`src/rtl/gnps_ram.sv`:
```
// Generic single-port-write, single-port-read RAM with registered read data.
`timescale 1ns / 1ps
`default_nettype none
module gnps_ram #(
   parameter int WIDTH = 8,
   parameter int DEPTH = 16
) (
   input  wire logic                     clock,
   input  wire logic                     wr_en,
   input  wire logic [$clog2(DEPTH)-1:0] wr_addr,
   input  wire logic [WIDTH-1:0]         wr_data,
   input  wire logic [$clog2(DEPTH)-1:0] rd_addr,
   output logic [WIDTH-1:0]              rd_data
);

   logic [WIDTH-1:0] mem_ff [DEPTH];
   logic [WIDTH-1:0] rd_data_ff;

   // Write port and registered read port
   always_ff @(posedge clock) begin
      if (wr_en) begin
         mem_ff[wr_addr] <= wr_data;
      end
      rd_data_ff <= mem_ff[rd_addr];
   end

   assign rd_data = rd_data_ff;

endmodule
`default_nettype wire

```
`config.mk`:
```
export PLATFORM = sky130hd
export DESIGN_NAME = gnps_ram
export DESIGN_NICKNAME = d
export VERILOG_FILES = /design/src/rtl/gnps_ram.sv
export SDC_FILE = /design/constraint.sdc
export NUM_CORES = 1
export LEC_CHECK = 0
export ABC_CLOCK_PERIOD_IN_PS = 3100
export BUFFER_PORTS_ARGS = -buffer_cell sky130_fd_sc_hd__buf_2
export CAP_MARGIN = 20
export CORE_MARGIN = 3
export CORE_UTILIZATION = 55
export DETAILED_ROUTE_END_ITERATION = 12
export PLACE_DENSITY = 0.8
export SYNTH_ARGS = -nofsm -noshare
export SYNTH_HDL_FRONTEND = slang
export SYNTH_SLANG_ARGS = --single-unit
```
`constraint.sdc`:
```
create_clock -name clock -period 3.1 [get_ports clock]
set_input_delay 0.31 -clock clock [delete_from_list [all_inputs] [get_ports clock]]
set_output_delay 0.31 -clock clock [all_outputs]
set_load 0.03 [all_outputs]
```
==> results.yml <==
outcome:
  status: "complete, no violations"
global_routing:
  grt_pass1_wl_mm: 14.55
  antenna_found_initial: 0
  grt_pass1_vias: 2477
  grt_usage: 0.2016
  grt_overflow: 0
  grt_max_degree: 33
job:
  drv_cap: 0
pwr:
  combinationalPowerShare: 0.049
  intPower_mw: 3.312
  power_leakage_nw: 1.994
  p_per_area_mw_per_mm2: 701.7
  p_seq_frac: 0.496
  swShare: 0.2051
  p_clk_frac: 0.455
  p_sw_mw: 0.8546
  p_total_mw: 4.167
  ir_worst_vdd_uv: 366.2
place:
  dpl_cell_area_mm2: 0.005366
  io_buffers: 25
  gp_congestion: 0.7390
  detailed_place_hpwl_mm: 5.799
  pre_cts_slack_ps: 917.4
  placed_cells: 358
sta:
  fmax_mhz: 617.8
  worst_pin_slew_ps: 906.4
  finalSetupViolCount: 0
  setup_slack_ps: 1481
  slew_viol_final: 0
  fin_crit_sh: 0.5221
  grt_setup_unrepaired: "false"
  setup_tns_ps: 0
  fin_skew_ps: 5.177
  slew_headroom: 0.3935
  finalHoldViolCount: 0
  whs_ps: 191.1
  fin_crit_ps: 1619
drt:
  vias: 2389
  wl_mm: 9.356
  ant_nets: 0
  drt_iter0_markers: 263
  wl_per_cell_um: 23.99
  drt-pass1-iter-count: 5
  drcViolationCount: 0
  viasPerCell: 6.126
cells_and_area:
  stdcell_area_mm2: 0.005938
  regArea_mm2: 0.004004
  drive_gt1_frac: 0.2872
  stdcell_count: 390
  layout-area-overhead-vs-synth_pct: 15.36
  n_antenna_cell: 0
  layout.nets: 287
  multiInputGateArea_mm2: 0.001057
  fin_util: 0.6679
  nFillCells: 546
worst_setup_path:
  cp-startpoint: "rd_addr[0]"
  endpoint: "rd_data[1]"
  max_stage_delay_ps: 580
  path_depth: 5
  timing.rr.start: "mem_ff[1][2]"
  reg2reg_depth: 3
  crit_path_top_delay_cell: "mux4_1"
  rr_endpoint: "rd_data[2]"
  crit_chain: "buf_2 -> buf_4 -> mux4_1 -> a22oi_1 -> nand2_1"
  crit_type: "input pin to flop"
  cp_data_required_time_ps: 3490
  crit_path_start_kind: "input pin"
  crit_arrival_ps: 2010
  rrSetupSlack_ps: 1730
  critical_path_buf_inv_count: 2
  end_kind: "flop"
  cp_max_fo: 21
  cp_top_family: "buffers and inverters"
die:
  dieArea_mm2: 0.01056
  die_w_um: 102.7
  coreArea_mm2: 0.008891
  initial_core_util: 0.5789
  ios: 26
  std_cell_rows: 34
  die_h_um: 102.7
synth:
  synth-seq-cells: 136
  syn_avg_cell_area_um2: 22.48
  synth-main-ff-cell: "edfxtp_1"
  synth.distinct_cells: 19
  synth_warnings: 0
  synth_edf_count: 128
  synth_area_mm2: 0.005147
  yosysMostFrequentCell: "edfxtp_1"
  netlist_instances: 229
  synth_area_leaders: "edfxtp_1, mux4_2, mux4_1"
  synth_top_area_share: 0.7467
  post-synth-top-area-cell: "edfxtp_1"
  postSynth.asyncResetShare: 0
  synthesis.nets: 247
  yosys-top-cells-count: "edfxtp_1, mux4_2, a22oi_1"
  yosysSeqAreaShare: 0.7778
hold_path:
  min_path_type: "input pin to flop"
cts:
  cts.repair.resized: 0
  clock_latency_ps: 510
  path_clk_slew_ps: 60
  numCtsBuffers: 17
  clock_path_buffers: 2
  cts_root_buf: "clkbuf_8"
  hold_buffers: 0
  post_cts_buffers: 0
  clock_sinks: 136
  htreeDepth: 4
  cts_tree: "built"
cells in the final DEF, fill, tap and decap left out:
cell        instances
or3b_2              1
nor2b_1             1
nand3_1             1
clkbuf_1            1
buf_4               6
nand3b_1            2
clkinvlp_4          5
and2_1              1
and2b_1             1
nor2_1             13
clkbuf_16          16
nand2b_1            2
edfxtp_1          128
clkinv_4            1
clkbuf_8            3
dfxtp_1             8
a22oi_1            16
mux4_1             14
buf_2              25
nand2_1             9
nor3_1              4
clkinv_2            4
mux4_2             18
bufinv_16           2
final cells by class:
class                      instances  share of cell area
multi-input combinational         83              0.1780
clock buffer                      20             0.07501
timing repair buffer              31             0.02866
sequential                       136              0.6743
tap                              108             0.02276
clock inverter                    12             0.02128
per-layer routing:
layer	track usage	up-vias	part of all wire
met5	0	-	0
met4	0.08865	0	0.022
met3	0.06360	19	0.068
met2	0.3064	96	0.49
met1	0.2733	1221	0.42
li1	-	1053	-
sequential cells by signal (all words and copies together) (netlist names):
signal / count
mem_ff: 128
rd_data: 8
power by group through the flow:
stage	clock network, mW	registers, mW	logic, mW
final	1.90	2.07	0.203
after detailed placement	0	2.11	0.202
after global routing	2.01	2.07	0.220
after CTS	1.92	2.07	0.204
after global placement	0	2.10	0.195
after floorplan	0	2.13	0.104
worst min-delay path by stage:
stage | startpoint | endpoint | slack (ps) | cells past startpoint
4_1_cts | wr_data[7] | mem_ff[4][7] | 170 | 1
5_1_grt | wr_data[4] | mem_ff[11][4] | 180 | 1
6_report | wr_data[7] | mem_ff[0][7] | 190 | 1
3_5_place_dp | mem_ff[14][4] | rd_data[4] | 660 | 3
3_3_place_gp | mem_ff[15][4] | rd_data[4] | 650 | 3
2_1_floorplan | wr_data[0] | mem_ff[0][0] | 410 | 0
logic make-up after synthesis:
group,Yosys count,share of synthesized area
multiplexers,32,0.1502
AO/OA/AOI/OAI,16,0.02334
flip-flops,136,0.7778
buffers and inverters,10,0.01677
AND/OR/NAND/NOR,35,0.03184
worst register-to-register path, stage by stage (launching register included):
cell and delay (ps):
edfxtp_1 370, mux4_1 530, a22oi_1 290, nand2_1 80
No activity file was read; power rests on OpenSTA's default activity.
