`src/rtl/gnps_pkg.sv`:
```
// Shared types, constants and the CORDIC arctangent table for the nearest point search.
`timescale 1ns / 1ps
`default_nettype none
package gnps_pkg;

   // Table geometry
   localparam int MAX_POINTS = 1024;
   localparam int IDX_W      = $clog2(MAX_POINTS);
   localparam int CNT_W      = $clog2(MAX_POINTS + 1);
   localparam int ID_BITS    = 32;

   // Coordinate and arithmetic widths
   localparam int LAT_W   = 21;
   localparam int LON_W   = 22;
   localparam int ANG_W   = 23;
   localparam int TRIG_W  = 33;
   localparam int COS_W   = 32;
   localparam int SUM_W   = 34;
   localparam int STEP_W  = 5;

   // Angle reduction and CORDIC constants
   localparam int FULL_TURN    = 3600000;
   localparam int REM_W        = $clog2(FULL_TURN);
   localparam int CORDIC_STEPS = 30;
   localparam logic signed [TRIG_W-1:0] CORDIC_GAIN = 33'sh026DD3B6A;
   localparam logic signed [COS_W-1:0]  ONE_Q30     = 32'sh40000000;

   // One stored point
   typedef struct packed {
      logic signed [LAT_W-1:0] lat;
      logic signed [LON_W-1:0] lon;
      logic [ID_BITS-1:0]      id;
   } entry_type;

   localparam int ENTRY_W = $bits(entry_type);

   // Cosine and sine pair in Q2.30
   typedef struct packed {
      logic signed [TRIG_W-1:0] c;
      logic signed [TRIG_W-1:0] s;
   } trig_type;

   // Arctangent of 2^-i in 2^-32 turns
   function automatic logic signed [31:0] atan_turn(input logic [STEP_W-1:0] idx);
      logic signed [31:0] v;
      case (idx)
         5'd0:    v = 32'sh20000000;
         5'd1:    v = 32'sh12E4051D;
         5'd2:    v = 32'sh09FB385B;
         5'd3:    v = 32'sh051111D4;
         5'd4:    v = 32'sh028B0D43;
         5'd5:    v = 32'sh0145D7E1;
         5'd6:    v = 32'sh00A2F61E;
         5'd7:    v = 32'sh00517C55;
         5'd8:    v = 32'sh0028BE53;
         5'd9:    v = 32'sh00145F2F;
         5'd10:   v = 32'sh000A2F98;
         5'd11:   v = 32'sh000517CC;
         5'd12:   v = 32'sh00028BE6;
         5'd13:   v = 32'sh000145F3;
         5'd14:   v = 32'sh0000A2FA;
         5'd15:   v = 32'sh0000517D;
         5'd16:   v = 32'sh000028BE;
         5'd17:   v = 32'sh0000145F;
         5'd18:   v = 32'sh00000A30;
         5'd19:   v = 32'sh00000518;
         5'd20:   v = 32'sh0000028C;
         5'd21:   v = 32'sh00000146;
         5'd22:   v = 32'sh000000A3;
         5'd23:   v = 32'sh00000051;
         5'd24:   v = 32'sh00000029;
         5'd25:   v = 32'sh00000014;
         5'd26:   v = 32'sh0000000A;
         5'd27:   v = 32'sh00000005;
         5'd28:   v = 32'sh00000003;
         5'd29:   v = 32'sh00000001;
         default: v = 32'sh00000000;
      endcase
      return v;
   endfunction

endpackage
`default_nettype wire

```
`src/rtl/gnps_cosdist.sv`:
```
// Great-circle distance cosine from sine/cosine pairs, one shared multiplier over three multiply steps.
`timescale 1ns / 1ps
`default_nettype none
module gnps_cosdist (
   input  wire logic                              clock,
   input  wire logic                              reset,
   input  wire logic                              start,
   input  wire logic                              equal,
   input  wire gnps_pkg::trig_type                qry,
   input  wire gnps_pkg::trig_type                ent,
   input  wire logic signed [gnps_pkg::TRIG_W-1:0] cos_dlon,
   output logic                                   done,
   output logic signed [gnps_pkg::COS_W-1:0]      result
);
   import gnps_pkg::*;

   localparam logic signed [SUM_W:0] SUM_ONE = (SUM_W + 1)'(ONE_Q30);
   localparam logic signed [SUM_W:0] SUM_NEG = -SUM_ONE;

   typedef enum logic [4:0] {
      CD_IDLE = 5'b00001,
      CD_M1   = 5'b00010,
      CD_M2   = 5'b00100,
      CD_M3   = 5'b01000,
      CD_SUM  = 5'b10000
   } cd_state_type;

   cd_state_type               state_ff;
   logic                       done_ff;
   logic signed [SUM_W-1:0]    p1_ff;
   logic signed [TRIG_W-1:0]   t_ff;
   logic signed [SUM_W-1:0]    p2_ff;
   logic signed [COS_W-1:0]    result_ff;

   logic signed [TRIG_W-1:0]   mul_a;
   logic signed [TRIG_W-1:0]   mul_b;
   logic signed [2*TRIG_W-1:0] prod;
   logic signed [SUM_W:0]      sum;

   // Select multiplier operands by step
   always_comb begin
      unique case (state_ff)
         CD_M1:   begin mul_a = qry.s; mul_b = ent.s;    end
         CD_M2:   begin mul_a = qry.c; mul_b = ent.c;    end
         CD_M3:   begin mul_a = t_ff;  mul_b = cos_dlon; end
         default: begin mul_a = '0;    mul_b = '0;       end
      endcase
   end

   assign prod = mul_a * mul_b;
   assign sum  = {p1_ff[SUM_W-1], p1_ff} + {p2_ff[SUM_W-1], p2_ff};

   // Multiply, shift down by 30, add and clamp; equal inputs return one directly
   always_ff @(posedge clock) begin
      if (reset) begin
         state_ff <= CD_IDLE;
         done_ff  <= 1'b0;
      end else begin
         done_ff <= 1'b0;
         unique case (state_ff)
            CD_IDLE: begin
               if (start) begin
                  if (equal) begin
                     result_ff <= ONE_Q30;
                     done_ff   <= 1'b1;
                  end else begin
                     state_ff <= CD_M1;
                  end
               end
            end
            CD_M1: begin
               p1_ff    <= $signed(prod[30 +: SUM_W]);
               state_ff <= CD_M2;
            end
            CD_M2: begin
               t_ff     <= $signed(prod[30 +: TRIG_W]);
               state_ff <= CD_M3;
            end
            CD_M3: begin
               p2_ff    <= $signed(prod[30 +: SUM_W]);
               state_ff <= CD_SUM;
            end
            CD_SUM: begin
               if (sum > SUM_ONE) begin
                  result_ff <= ONE_Q30;
               end else if (sum < SUM_NEG) begin
                  result_ff <= -ONE_Q30;
               end else begin
                  result_ff <= $signed(sum[COS_W-1:0]);
               end
               done_ff  <= 1'b1;
               state_ff <= CD_IDLE;
            end
            default: state_ff <= CD_IDLE;
         endcase
      end
   end

   assign done   = done_ff;
   assign result = result_ff;

endmodule
`default_nettype wire

```
`config.mk`:
```
export PLATFORM = sky130hd
export DESIGN_NAME = gnps_cosdist
export DESIGN_NICKNAME = d
export VERILOG_FILES = /design/src/rtl/gnps_pkg.sv /design/src/rtl/gnps_cosdist.sv
export SDC_FILE = /design/constraint.sdc
export NUM_CORES = 2
export LEC_CHECK = 0
export ABC_AREA = 1
export BUFFER_PORTS_ARGS = -buffer_cell sky130_fd_sc_hd__buf_2
export CAP_MARGIN = 20
export CORE_MARGIN = 2
export CORE_UTILIZATION = 40
export DETAILED_ROUTE_END_ITERATION = 12
export GPL_TIMING_DRIVEN = 0
export PLACE_DENSITY = 0.65
export SETUP_SLACK_MARGIN = 0.2
export SYNTH_ARGS = -nofsm -noshare
export SYNTH_HDL_FRONTEND = slang
export SYNTH_SLANG_ARGS = --single-unit
```
`constraint.sdc`:
```
create_clock -name clock -period 8.7 [get_ports clock]
set_input_delay 0.87 -clock clock [delete_from_list [all_inputs] [get_ports clock]]
set_output_delay 0.87 -clock clock [all_outputs]
set_load 0.03 [all_outputs]
```
==> run_results.csv <==
group,metric,value,unit
worst_setup_path,crit_type,"reg2reg",
synth,synthFlopType,"edfxtp_1",
routing,final_antenna_net_count,0,
floorplanning,die_w,350.3,microns
power_and_ir_drop,p_clk_frac,0.279,
worst_setup_path,critPathMaxStageDelay,0.67,ns
synth,synth.distinct_cells,41,
floorplanning,fp.coreArea,0.1195,sq mm
placement,placedCellCount,7922,
synth,synth-edff-count,133,
power_and_ir_drop,intPower,1.661,mW
worst_setup_path,crit_start,"state_ff[2]",
timing,fin_worst_skew,0.01302,ns
clocking,clock_sinks,139,
worst_setup_path,crit_path_end,"p1_ff[14]",
power_and_ir_drop,p_sw_frac,0.4188,
floorplanning,die_area,0.1227,sq mm
worst_setup_path,crit_slowest_cell,"fa_2",
flow_run,drv_cap,0,
worst_setup_path,timing.rr.start,"state_ff[2]",
clocking,numCtsBuffers,17,
clocking,cts_hold_buf,0,
synth,ys_seq_area_frac,0.08575,
synth,yosys.area.top_type_share,0.4694,
synth,synth_nets,7609,
cells_and_area,area_growth,24.74,%
worst_setup_path,endpoint_kind,"flop",
worst_setup_path,arrival,8.70,ns
timing,fmax,118.0,MHz
timing,final.period_utilization,0.9745,
routing,routed_via_density,5.216,
timing,drv_slew,0,
global_route,grt_pass1_wl,307700,microns
synth,async_reset_ff_frac,0,
worst_setup_path,cp_data_required_time,8.92,ns
worst_setup_path,start_kind,"flop",
global_route,overflow,0,
clocking,clockBufferDepth,2,
floorplanning,fp.dieH,350.3,microns
worst_setup_path,r2r_slack,0.22,ns
power_and_ir_drop,power.density,47.75,mW/mm^2
synth,syn_area,0.04797,sq mm
timing,tightestPinTransition,1.085,ns
placement,dp_hpwl,184200,microns
floorplanning,start_util,0.4015,
routing,vias,42820,
global_route,antenna_found_initial,15,
synth,synth_area_leader_cell,"fa_1",
worst_setup_path,cp_common_cell,"fa_1",
cells_and_area,layout-drive-gt1-share,0.1917,
synth,ys_seq_elements,139,
clocking,clk_latency,0.44,ns
synth,ys_warn_count,0,
power_and_ir_drop,total_power,2.858,mW
power_and_ir_drop,vdd_ir_drop_max,121.4,uV
cells_and_area,nFillCells,11540,
synth,netlist_top_cells_area,"fa_1, inv_1, nand2_1",
routing,first_pass_iters,8,
timing,hold_violations,0,
synth,yosysMostFrequentCell,"inv_1",
global_route,grt_use_total,0.3628,
timing,rsz0062_at_grt,"true",
power_and_ir_drop,leakage,33.99,nW
timing,tns,0,ns
timing,period_minus_slack,8.478,ns
power_and_ir_drop,p_switching,1.197,mW
routing,wirelength,226000,microns
synth,synthTopCellsByCount,"inv_1, nand2_1, fa_1",
cells_and_area,stdcell_count,8209,
global_route,grt_max_degree,31,
worst_setup_path,crit_fanout,8,
worst_setup_path,rr_worst_depth,33,
power_and_ir_drop,comb_power_share,0.454,
clocking,clkTransAtPathRegs,0.07,ns
cells_and_area,nets,8116,
synth,syn_inst,6074,
floorplanning,rows,127,
routing,drc,0,
timing,finalSetupViolCount,0,
timing,max_slew_margin,0.2764,
placement,port-buffer-count,200,
placement,place.gp.congestion,1.055,
synth,postSynthAreaPerCell,7.898,sq um
hold_path,hold_path_class,"reg2reg",
routing,post_drt_wl_per_cell,27.53,microns
clocking,cts_max_level,4,
clocking,cts_tree,"done",
worst_setup_path,worst_r2r_endpoint,"p1_ff[14]",
status,status,"complete, no violations",
global_route,grt_pass1_vias,43220,
clocking,cts-root-buf,"clkbuf_16",
cells_and_area,utilization,0.5008,
floorplanning,io_pins,202,
routing,drtIter0Drc,4605,
power_and_ir_drop,seqPwrFrac,0.267,
-- power groups by stage --
stage	combinational [mW]	sequential [mW]	clock, mW
after detailed placement	0.920	0.776	0
final	1.30	0.764	0.797
after floorplan	0.373	0.790	0
after CTS	1.10	0.763	0.800
after global routing	1.31	0.765	0.833
after global placement	0.889	0.777	0
-- layout by cell type (no fill, tap or decap), types with 8 or more instances in the layout --
cell type and instances:
nand3_2 12, buf_8 66, buf_4 204, xor2_1 13, nor2_1 151, buf_6 44
clkbuf_16 50, xnor2_1 17, clkbuf_2 12, ha_4 37, nor2_4 20, a21oi_2 41
nor3_1 10, ha_2 8, o21ai_0 25, inv_1 1850, nand2_4 26, a21oi_4 9
buf_2 205, fa_1 1067, edfxtp_1 133, buf_16 8, fa_2 58, xor2_4 9
nand3_1 64, nand2_2 72, inv_2 42, a21oi_1 64, nand4_1 28, xor2_2 13
clkbuf_4 20, nand3_4 58, o21ai_1 22, buf_12 69, ha_1 196, nor2_2 71
nand2_1 1646, clkbuf_8 43
-- logic make-up (layout without fill, tap and decap cells) --
kind of cell	after synthesis	count (layout)	synth area share
AO/OA/AOI/OAI	202	202	0.02266
AND/OR/NAND/NOR	2186	2186	0.1817
XOR/XNOR	53	53	0.009832
adder cells (fa/ha/maj)	1366	1366	0.5323
buffers and inverters	2128	2648	0.1677
other	0	3	0
flip-flops	139	139	0.08575
-- flip-flops by register name, indices dropped and copies added (netlist names) --
name and flops:
done 1, state_ff 5, p1_ff 34, result 32, t_ff 33, p2_ff 34
-- final cells by class --
cell class	instances	area, sq um	share of cell area
Clock buffer	17	425.4	0.007109
Sequential cell	139	4125	0.06893
Inverter	1908	7242	0.1210
Buffer	220	3110	0.05198
Timing Repair inverter	1	8.758	0.0001464
Clock inverter	15	212.7	0.003554
Multi-Input combinational cell	3807	38520	0.6437
Tap cell	1612	2017	0.03370
Timing Repair Buffer	487	4174	0.06975
Antenna cell	3	7.507	0.0001254
-- worst min-delay path by stage --
stage                             end  slack, ns  depth (start not counted)        start
after floorplan                  done       0.51                          2  state_ff[4]
after global placement    state_ff[1]       0.58                          2  state_ff[0]
after detailed placement  state_ff[1]       0.59                          2  state_ff[0]
after CTS                 state_ff[1]       0.62                          2  state_ff[0]
after global routing      state_ff[3]       0.66                          3  state_ff[1]
final                     state_ff[3]       0.64                          3  state_ff[1]
-- worst max-delay path: cells and delay by family, from the launching register on --
| family | cells | cell delay (ns) |
|---|---|---|
| AOI/OAI and AO/OA | 5 | 0.80 |
| xor gates and xnor gates | 1 | 0.29 |
| adders and majority gates | 9 | 4.44 |
| buffers and inverters | 12 | 1.56 |
| DFF | 1 | 0.37 |
| and+or+nand+nor | 6 | 0.71 |
-- metrics by stage --
step,worst slack (ns),cell area (sq um),hold slack (ns)
floorplan,0.7258,47970,0.5068
global placement,-2.829,50990,0.5815
detailed placement,-2.786,51610,0.5945
CTS,0.1960,56640,0.6184
global route,0.1078,59840,0.6569
finish,0.2223,59840,0.6363
-- layer usage --
metal / track usage / part of all wire / vias up
met5: 0 / 0.0022 / -
met4: 0.1980 / 0.069 / 18
met3: 0.1253 / 0.13 / 666
met2: 0.5269 / 0.42 / 2577
met1: 0.4746 / 0.38 / 21520
li1: - / - / 18040
-- what timing repair did --
action | CTS | global route
resized for setup | 902 | 504
setup endpoints to repair | 101 | 101
pin swaps | 41 | 197
gates cloned | 2 | 12
buffers inserted | 89 | 149
hold endpoints to repair | 0 | 0
No activity file was read; power rests on OpenSTA's default activity.
