===== src/rtl/gnps_pkg.sv =====
// Shared types, constants and the CORDIC arctangent table for the nearest point search.
`timescale 1ns / 1ps
`default_nettype none
package gnps_pkg;

   // Table geometry
   localparam int MAX_POINTS = 1024;
   localparam int IDX_W      = $clog2(MAX_POINTS);
   localparam int CNT_W      = $clog2(MAX_POINTS + 1);
   localparam int ID_BITS    = 32;

   // Coordinate and arithmetic widths
   localparam int LAT_W   = 21;
   localparam int LON_W   = 22;
   localparam int ANG_W   = 23;
   localparam int TRIG_W  = 33;
   localparam int COS_W   = 32;
   localparam int SUM_W   = 34;
   localparam int STEP_W  = 5;

   // Angle reduction and CORDIC constants
   localparam int FULL_TURN    = 3600000;
   localparam int REM_W        = $clog2(FULL_TURN);
   localparam int CORDIC_STEPS = 30;
   localparam logic signed [TRIG_W-1:0] CORDIC_GAIN = 33'sh026DD3B6A;
   localparam logic signed [COS_W-1:0]  ONE_Q30     = 32'sh40000000;

   // One stored point
   typedef struct packed {
      logic signed [LAT_W-1:0] lat;
      logic signed [LON_W-1:0] lon;
      logic [ID_BITS-1:0]      id;
   } entry_type;

   localparam int ENTRY_W = $bits(entry_type);

   // Cosine and sine pair in Q2.30
   typedef struct packed {
      logic signed [TRIG_W-1:0] c;
      logic signed [TRIG_W-1:0] s;
   } trig_type;

   // Arctangent of 2^-i in 2^-32 turns
   function automatic logic signed [31:0] atan_turn(input logic [STEP_W-1:0] idx);
      logic signed [31:0] v;
      case (idx)
         5'd0:    v = 32'sh20000000;
         5'd1:    v = 32'sh12E4051D;
         5'd2:    v = 32'sh09FB385B;
         5'd3:    v = 32'sh051111D4;
         5'd4:    v = 32'sh028B0D43;
         5'd5:    v = 32'sh0145D7E1;
         5'd6:    v = 32'sh00A2F61E;
         5'd7:    v = 32'sh00517C55;
         5'd8:    v = 32'sh0028BE53;
         5'd9:    v = 32'sh00145F2F;
         5'd10:   v = 32'sh000A2F98;
         5'd11:   v = 32'sh000517CC;
         5'd12:   v = 32'sh00028BE6;
         5'd13:   v = 32'sh000145F3;
         5'd14:   v = 32'sh0000A2FA;
         5'd15:   v = 32'sh0000517D;
         5'd16:   v = 32'sh000028BE;
         5'd17:   v = 32'sh0000145F;
         5'd18:   v = 32'sh00000A30;
         5'd19:   v = 32'sh00000518;
         5'd20:   v = 32'sh0000028C;
         5'd21:   v = 32'sh00000146;
         5'd22:   v = 32'sh000000A3;
         5'd23:   v = 32'sh00000051;
         5'd24:   v = 32'sh00000029;
         5'd25:   v = 32'sh00000014;
         5'd26:   v = 32'sh0000000A;
         5'd27:   v = 32'sh00000005;
         5'd28:   v = 32'sh00000003;
         5'd29:   v = 32'sh00000001;
         default: v = 32'sh00000000;
      endcase
      return v;
   endfunction

endpackage
`default_nettype wire


===== src/rtl/gnps_sincos.sv =====
// Iterative sine and cosine unit: angle reduction, reciprocal turn scaling, 30-step CORDIC.
`timescale 1ns / 1ps
`default_nettype none
module gnps_sincos (
   input  wire logic                            clock,
   input  wire logic                            reset,
   input  wire logic                            start,
   input  wire logic signed [gnps_pkg::ANG_W-1:0] angle,
   output logic                                 done,
   output gnps_pkg::trig_type                   result
);
   import gnps_pkg::*;

   localparam int RED_W  = ANG_W + 1;
   localparam int FIX_W  = REM_W + 2;
   localparam int RCP_W  = 31;
   localparam int RCP_SH = 20;
   localparam logic signed [RED_W-1:0] TURN_T   = RED_W'(FULL_TURN);
   localparam logic [REM_W-1:0]        TURN_R   = REM_W'(FULL_TURN);
   localparam logic [FIX_W-1:0]        TURN_F   = FIX_W'(FULL_TURN);
   localparam logic [RCP_W-1:0]        RECIP    = RCP_W'(1250999896);
   localparam logic [STEP_W-1:0]       ROT_LAST = STEP_W'(CORDIC_STEPS - 1);

   typedef enum logic [5:0] {
      SC_IDLE = 6'b000001,
      SC_RED  = 6'b000010,
      SC_MUL  = 6'b000100,
      SC_REM  = 6'b001000,
      SC_FIX  = 6'b010000,
      SC_ROT  = 6'b100000
   } sc_state_type;

   sc_state_type             state_ff;
   logic                     done_ff;
   logic signed [RED_W-1:0]  t_ff;
   logic [FIX_W-1:0]         rem_ff;
   logic [31:0]              quo_ff;
   logic [STEP_W-1:0]        step_ff;
   logic signed [TRIG_W-1:0] x_ff;
   logic signed [TRIG_W-1:0] y_ff;
   logic signed [31:0]       z_ff;
   logic [1:0]               quad_ff;
   trig_type                 result_ff;

   logic [REM_W+RCP_W-1:0]   rcp_prod;
   logic [REM_W+31:0]        quo_prod;
   logic [REM_W+31:0]        rem_full;
   logic signed [TRIG_W-1:0] x_sh;
   logic signed [TRIG_W-1:0] y_sh;
   logic signed [31:0]       atan_v;
   logic signed [TRIG_W-1:0] x_nx;
   logic signed [TRIG_W-1:0] y_nx;
   logic signed [31:0]       z_nx;
   trig_type                 rot_out;

   // Estimate angle * 2^32 / full turn by a reciprocal, then form the remainder
   assign rcp_prod = t_ff[REM_W-1:0] * RECIP;
   assign quo_prod = quo_ff * TURN_R;
   assign rem_full = {t_ff[REM_W-1:0], 32'b0} - quo_prod;

   // One CORDIC micro-rotation
   assign x_sh   = x_ff >>> step_ff;
   assign y_sh   = y_ff >>> step_ff;
   assign atan_v = atan_turn(step_ff);

   always_comb begin
      if (!z_ff[31]) begin
         x_nx = x_ff - y_sh;
         y_nx = y_ff + x_sh;
         z_nx = z_ff - atan_v;
      end else begin
         x_nx = x_ff + y_sh;
         y_nx = y_ff - x_sh;
         z_nx = z_ff + atan_v;
      end
   end

   // Rotate the result into its quadrant
   always_comb begin
      case (quad_ff)
         2'd0:    begin rot_out.c = x_nx;  rot_out.s = y_nx;  end
         2'd1:    begin rot_out.c = -y_nx; rot_out.s = x_nx;  end
         2'd2:    begin rot_out.c = -x_nx; rot_out.s = -y_nx; end
         default: begin rot_out.c = y_nx;  rot_out.s = -x_nx; end
      endcase
   end

   // Sequence reduction, scaling and rotation
   always_ff @(posedge clock) begin
      if (reset) begin
         state_ff <= SC_IDLE;
         done_ff  <= 1'b0;
      end else begin
         done_ff <= 1'b0;
         unique case (state_ff)
            SC_IDLE: begin
               if (start) begin
                  t_ff     <= {angle[ANG_W-1], angle};
                  state_ff <= SC_RED;
               end
            end
            SC_RED: begin
               if (t_ff[RED_W-1]) begin
                  t_ff <= t_ff + TURN_T;
               end else if (t_ff >= TURN_T) begin
                  t_ff <= t_ff - TURN_T;
               end else begin
                  state_ff <= SC_MUL;
               end
            end
            // The estimate is at most two below the true quotient
            SC_MUL: begin
               quo_ff   <= rcp_prod[RCP_SH +: 32];
               state_ff <= SC_REM;
            end
            SC_REM: begin
               rem_ff   <= rem_full[FIX_W-1:0];
               state_ff <= SC_FIX;
            end
            SC_FIX: begin
               if (rem_ff >= TURN_F) begin
                  rem_ff <= rem_ff - TURN_F;
                  quo_ff <= quo_ff + 32'd1;
               end else begin
                  quad_ff  <= quo_ff[31:30];
                  z_ff     <= $signed({2'b00, quo_ff[29:0]});
                  x_ff     <= CORDIC_GAIN;
                  y_ff     <= '0;
                  step_ff  <= '0;
                  state_ff <= SC_ROT;
               end
            end
            SC_ROT: begin
               x_ff    <= x_nx;
               y_ff    <= y_nx;
               z_ff    <= z_nx;
               step_ff <= step_ff + STEP_W'(1);
               if (step_ff == ROT_LAST) begin
                  result_ff <= rot_out;
                  done_ff   <= 1'b1;
                  state_ff  <= SC_IDLE;
               end
            end
            default: state_ff <= SC_IDLE;
         endcase
      end
   end

   assign done   = done_ff;
   assign result = result_ff;

endmodule
`default_nettype wire


===== config.mk =====
export PLATFORM = sky130hd
export DESIGN_NAME = gnps_sincos
export DESIGN_NICKNAME = d
export VERILOG_FILES = /design/src/rtl/gnps_pkg.sv /design/src/rtl/gnps_sincos.sv
export SDC_FILE = /design/constraint.sdc
export NUM_CORES = 2
export LEC_CHECK = 0
export ABC_AREA = 1
export BUFFER_PORTS_ARGS = -buffer_cell sky130_fd_sc_hd__buf_2
export CAP_MARGIN = 20
export CORE_MARGIN = 4
export CORE_UTILIZATION = 30
export DETAILED_ROUTE_END_ITERATION = 8
export MAX_ROUTING_LAYER = met4
export PLACE_DENSITY = 0.56
export SLEW_MARGIN = 20
export SYNTH_ARGS = -nofsm -noshare
export SYNTH_HDL_FRONTEND = slang
export SYNTH_SLANG_ARGS = --single-unit
export TNS_END_PERCENT = 30

===== constraint.sdc =====
create_clock -name clock -period 6.4 [get_ports clock]
set_input_delay 1.6 -clock clock [delete_from_list [all_inputs] [get_ports clock]]
set_output_delay 1.6 -clock clock [all_outputs]
set_load 0.005 [all_outputs]

==> results.toml <==
[setup_path]
path_common_cell = "fa_1"
critical_path.slowest_cell = "fa_1"
worstPathRequired_ps = 6770
worstPathArrival_ps = 6540
cp-start-kind = "flip-flop"
cp-end-kind = "flip-flop"
crit_chain = "buf_4 -> buf_4 -> ha_1 -> fa_1 -> fa_1 -> fa_1 -> fa_1 -> fa_1 -> fa_1 -> ha_1 -> buf_4 -> a21oi_1 -> inv_1 -> a21oi_2 -> o21a_1 -> o21ai_0 -> nand2_1 -> o211ai_1 -> or2_4 -> nand3_1 -> nand2_1"
cp_num_buf_inv = 4
path_class = "reg2reg"
cpLargestDelayFamily = "adder cells"
critical_path.max_fanout = 4
critPathMaxStageDelay_ps = 580

[cts]
clkSinkCount = 281
cts-root-buf = "clkbuf_16"
htreeDepth = 2
numCtsBuffers = 38
cts_tree = "done"
hold_buffers = 0
path_clk_slew_ps = 60
clock_latency_ps = 620
cts_buffer_depth = 3

[finish]
syn2layout_area_growth_pct = 13.33
final_nets = 6817
regArea_sq_mm = 0.008068
mostFrequentLayoutCell = "nand2_1"
final_cells = 7975
layout_common_cells = "nand2_1 (1457), inv_1 (936), nand3_1 (602)"
multi_input_area_sq_mm = 0.03007
fillerInstances = 14875
post_route_cells_drive_above_1_share = 0.1052

[sta]
finClkSkew_ps = 47.14
fin_crit_ps = 6165
maxSlewHeadroom = 0.3105
setup_viol = 0
finalCritPeriodShare = 0.9632
final-hold-violation-count = 0
slew_violations = 0
tightestPinTransition_ps = 1018
rsz0062_at_grt = "true"
fin_ws_ps = 235.3
fmax_mhz = 162.2

[drt]
antenna_left = 0
drc = 0
wl_per_cell_um = 18.18
dr.pass1.iters = 6
initialDrtViolationCount = 3120
dr_total_vias = 39840
detail_route.vias_per_cell = 4.996
wl_mm = 145.0

[grt]
grt_start_max_net_pins = 67
antenna_found_initial = 1
grt-ovfl-total = 0
grt_pass1_wl_mm = 223.2
track_usage = 0.1996
grt_pass1_vias = 38511

[synth]
synth_fp_nets = 6634
synth-seq-cells = 281
yosysTopAreaCell = "edfxtp_1"
synth_xor_area_frac = 0.05493
synth_edf_count = 244
ys_top_cells_by_area = "edfxtp_1 (18%), ha_1 (14%), nand2_1 (13%)"
synth_seq_area_share = 0.1928
synthAdderAreaFrac = 0.2572
synth_compound_area_frac = 0.09201
synth_top_family_by_area = "simple AND/OR/NAND/NOR gates"
syn_area_sq_mm = 0.04184
synth_top_area_share = 0.1751
ys_async_sr_fraction = 0
syn_area_per_cell_sq_um = 7.094
ys.flop_type = "edfxtp_1"
yosys.area_share.simple = 0.2991
ys.warnings.count = 0
postSynthCellCount = 5898
synthMuxAreaShare = 0.0002392
synth_cell_types = 76

[die]
rows = 136
start_util = 0.3032
dieHeight_um = 381.5
io_pins = 93
coreArea_sq_mm = 0.1380
die_area_sq_mm = 0.1455
die-width_um = 381.5

[outcome]
outcome = "finished, final reports clean"

[flow_run]
maxCapViolCount = 0

[place]
gp_congestion = 0.9792
detailedPlace.worstSlack_ps = -168.8
dp_hpwl_mm = 120.2
dp_cells = 7885
portBuffers = 92

[worst_hold_path]
hp-class = "reg2reg"
==> cells in the mapped netlist, drive strengths merged (4+ instances only) <==
cell type and count:
a21o 9, xnor2 86, o21bai 17, nor3 83
a221oi 6, clkbuf 56, or2 32, o21a 15
nand3 619, dfxtp 37, o221ai 4, clkinv 4
xor2 164, edfxtp 244, nand3b 13, inv 977
o31ai 8, o2111ai 15, nand4 87, o211ai 10
buf 81, and2 7, nand2 1516, nor4 20
ha 460, o21ai 252, a31oi 30, and3 4
o22ai 19, a211oi 5, nor2 481, a22oi 5
a21oi 256, fa 250
==> per-stage QoR <==
| step | hold slack, ps | util | TNS, ps | area [sq um] |
|---|---|---|---|---|
| after floorplan | 448.9 | - | 0 | 41850 |
| after global placement | 467.5 | 0.3284 | -375.8 | 45330 |
| after detailed placement | 476.2 | 0.3284 | -459.1 | 45330 |
| after CTS | 490.2 | 0.3383 | -76.67 | 46690 |
| after global routing | 509.7 | 0.3436 | -263.4 | 47420 |
| final | 484.8 | 0.3436 | 0 | 47420 |
==> metal layers <==
metal	vias to the layer above	global-route usage	share of wire
li1	19566	-	-
met1	18897	0.2630	0.45
met2	1157	0.3227	0.46
met3	220	0.01760	0.052
met4	0	0.06752	0.041
met5	-	-	0
==> final cells by class <==
cell class	instances	share of cell area
well taps	1863	0.04916
multi-input cells	4499	0.6340
diodes	1	0.00005277
flip-flops and latches	281	0.1701
repair buffers	280	0.04129
inverters	981	0.07792
clock inverters	23	0.004908
clock buffers	47	0.02253
==> cells by family after synthesis <==
family,Yosys count
flip-flops,281
XOR/XNOR,250
buffers and inverters,1118
adder cells (fa/ha/maj),710
multiplexers,1
AND/OR/NAND/NOR,2867
AO/OA/AOI/OAI,671
==> registers in the layout (all words and copies together) (netlist names), 2 cells and up <==
| signal | flops |
|---|---|
| result | 66 |
| x_ff | 33 |
| y_ff | 33 |
| quo_ff | 32 |
| z_ff | 32 |
| atan_v | 30 |
| t_ff | 24 |
| rem_ff | 17 |
| state_ff | 6 |
| step_ff | 5 |
| quad_ff | 2 |
==> final timing paths <==
kind | end | start | slack, ps | cells after the start
worst max-delay path | quo_ff[27] | t_ff[16] | 240 | 21
worst max register to register | quo_ff[27] | t_ff[16] | 240 | 21
worst min-delay path | quad_ff[1] | quo_ff[31] | 480 | 0
worst min register to register | quad_ff[1] | quo_ff[31] | 480 | 0
==> timing repair <==
item | 4_1_cts | 5_1_grt
resized for setup | 12 | 130
setup buffers | 0 | 19
pin swaps | 5 | 38
setup endpoints to repair | 9 | 66
Power is left out: the tool's default activity adds up to more than one toggle a clock period on the data nets, which glitch-free logic cannot reach.
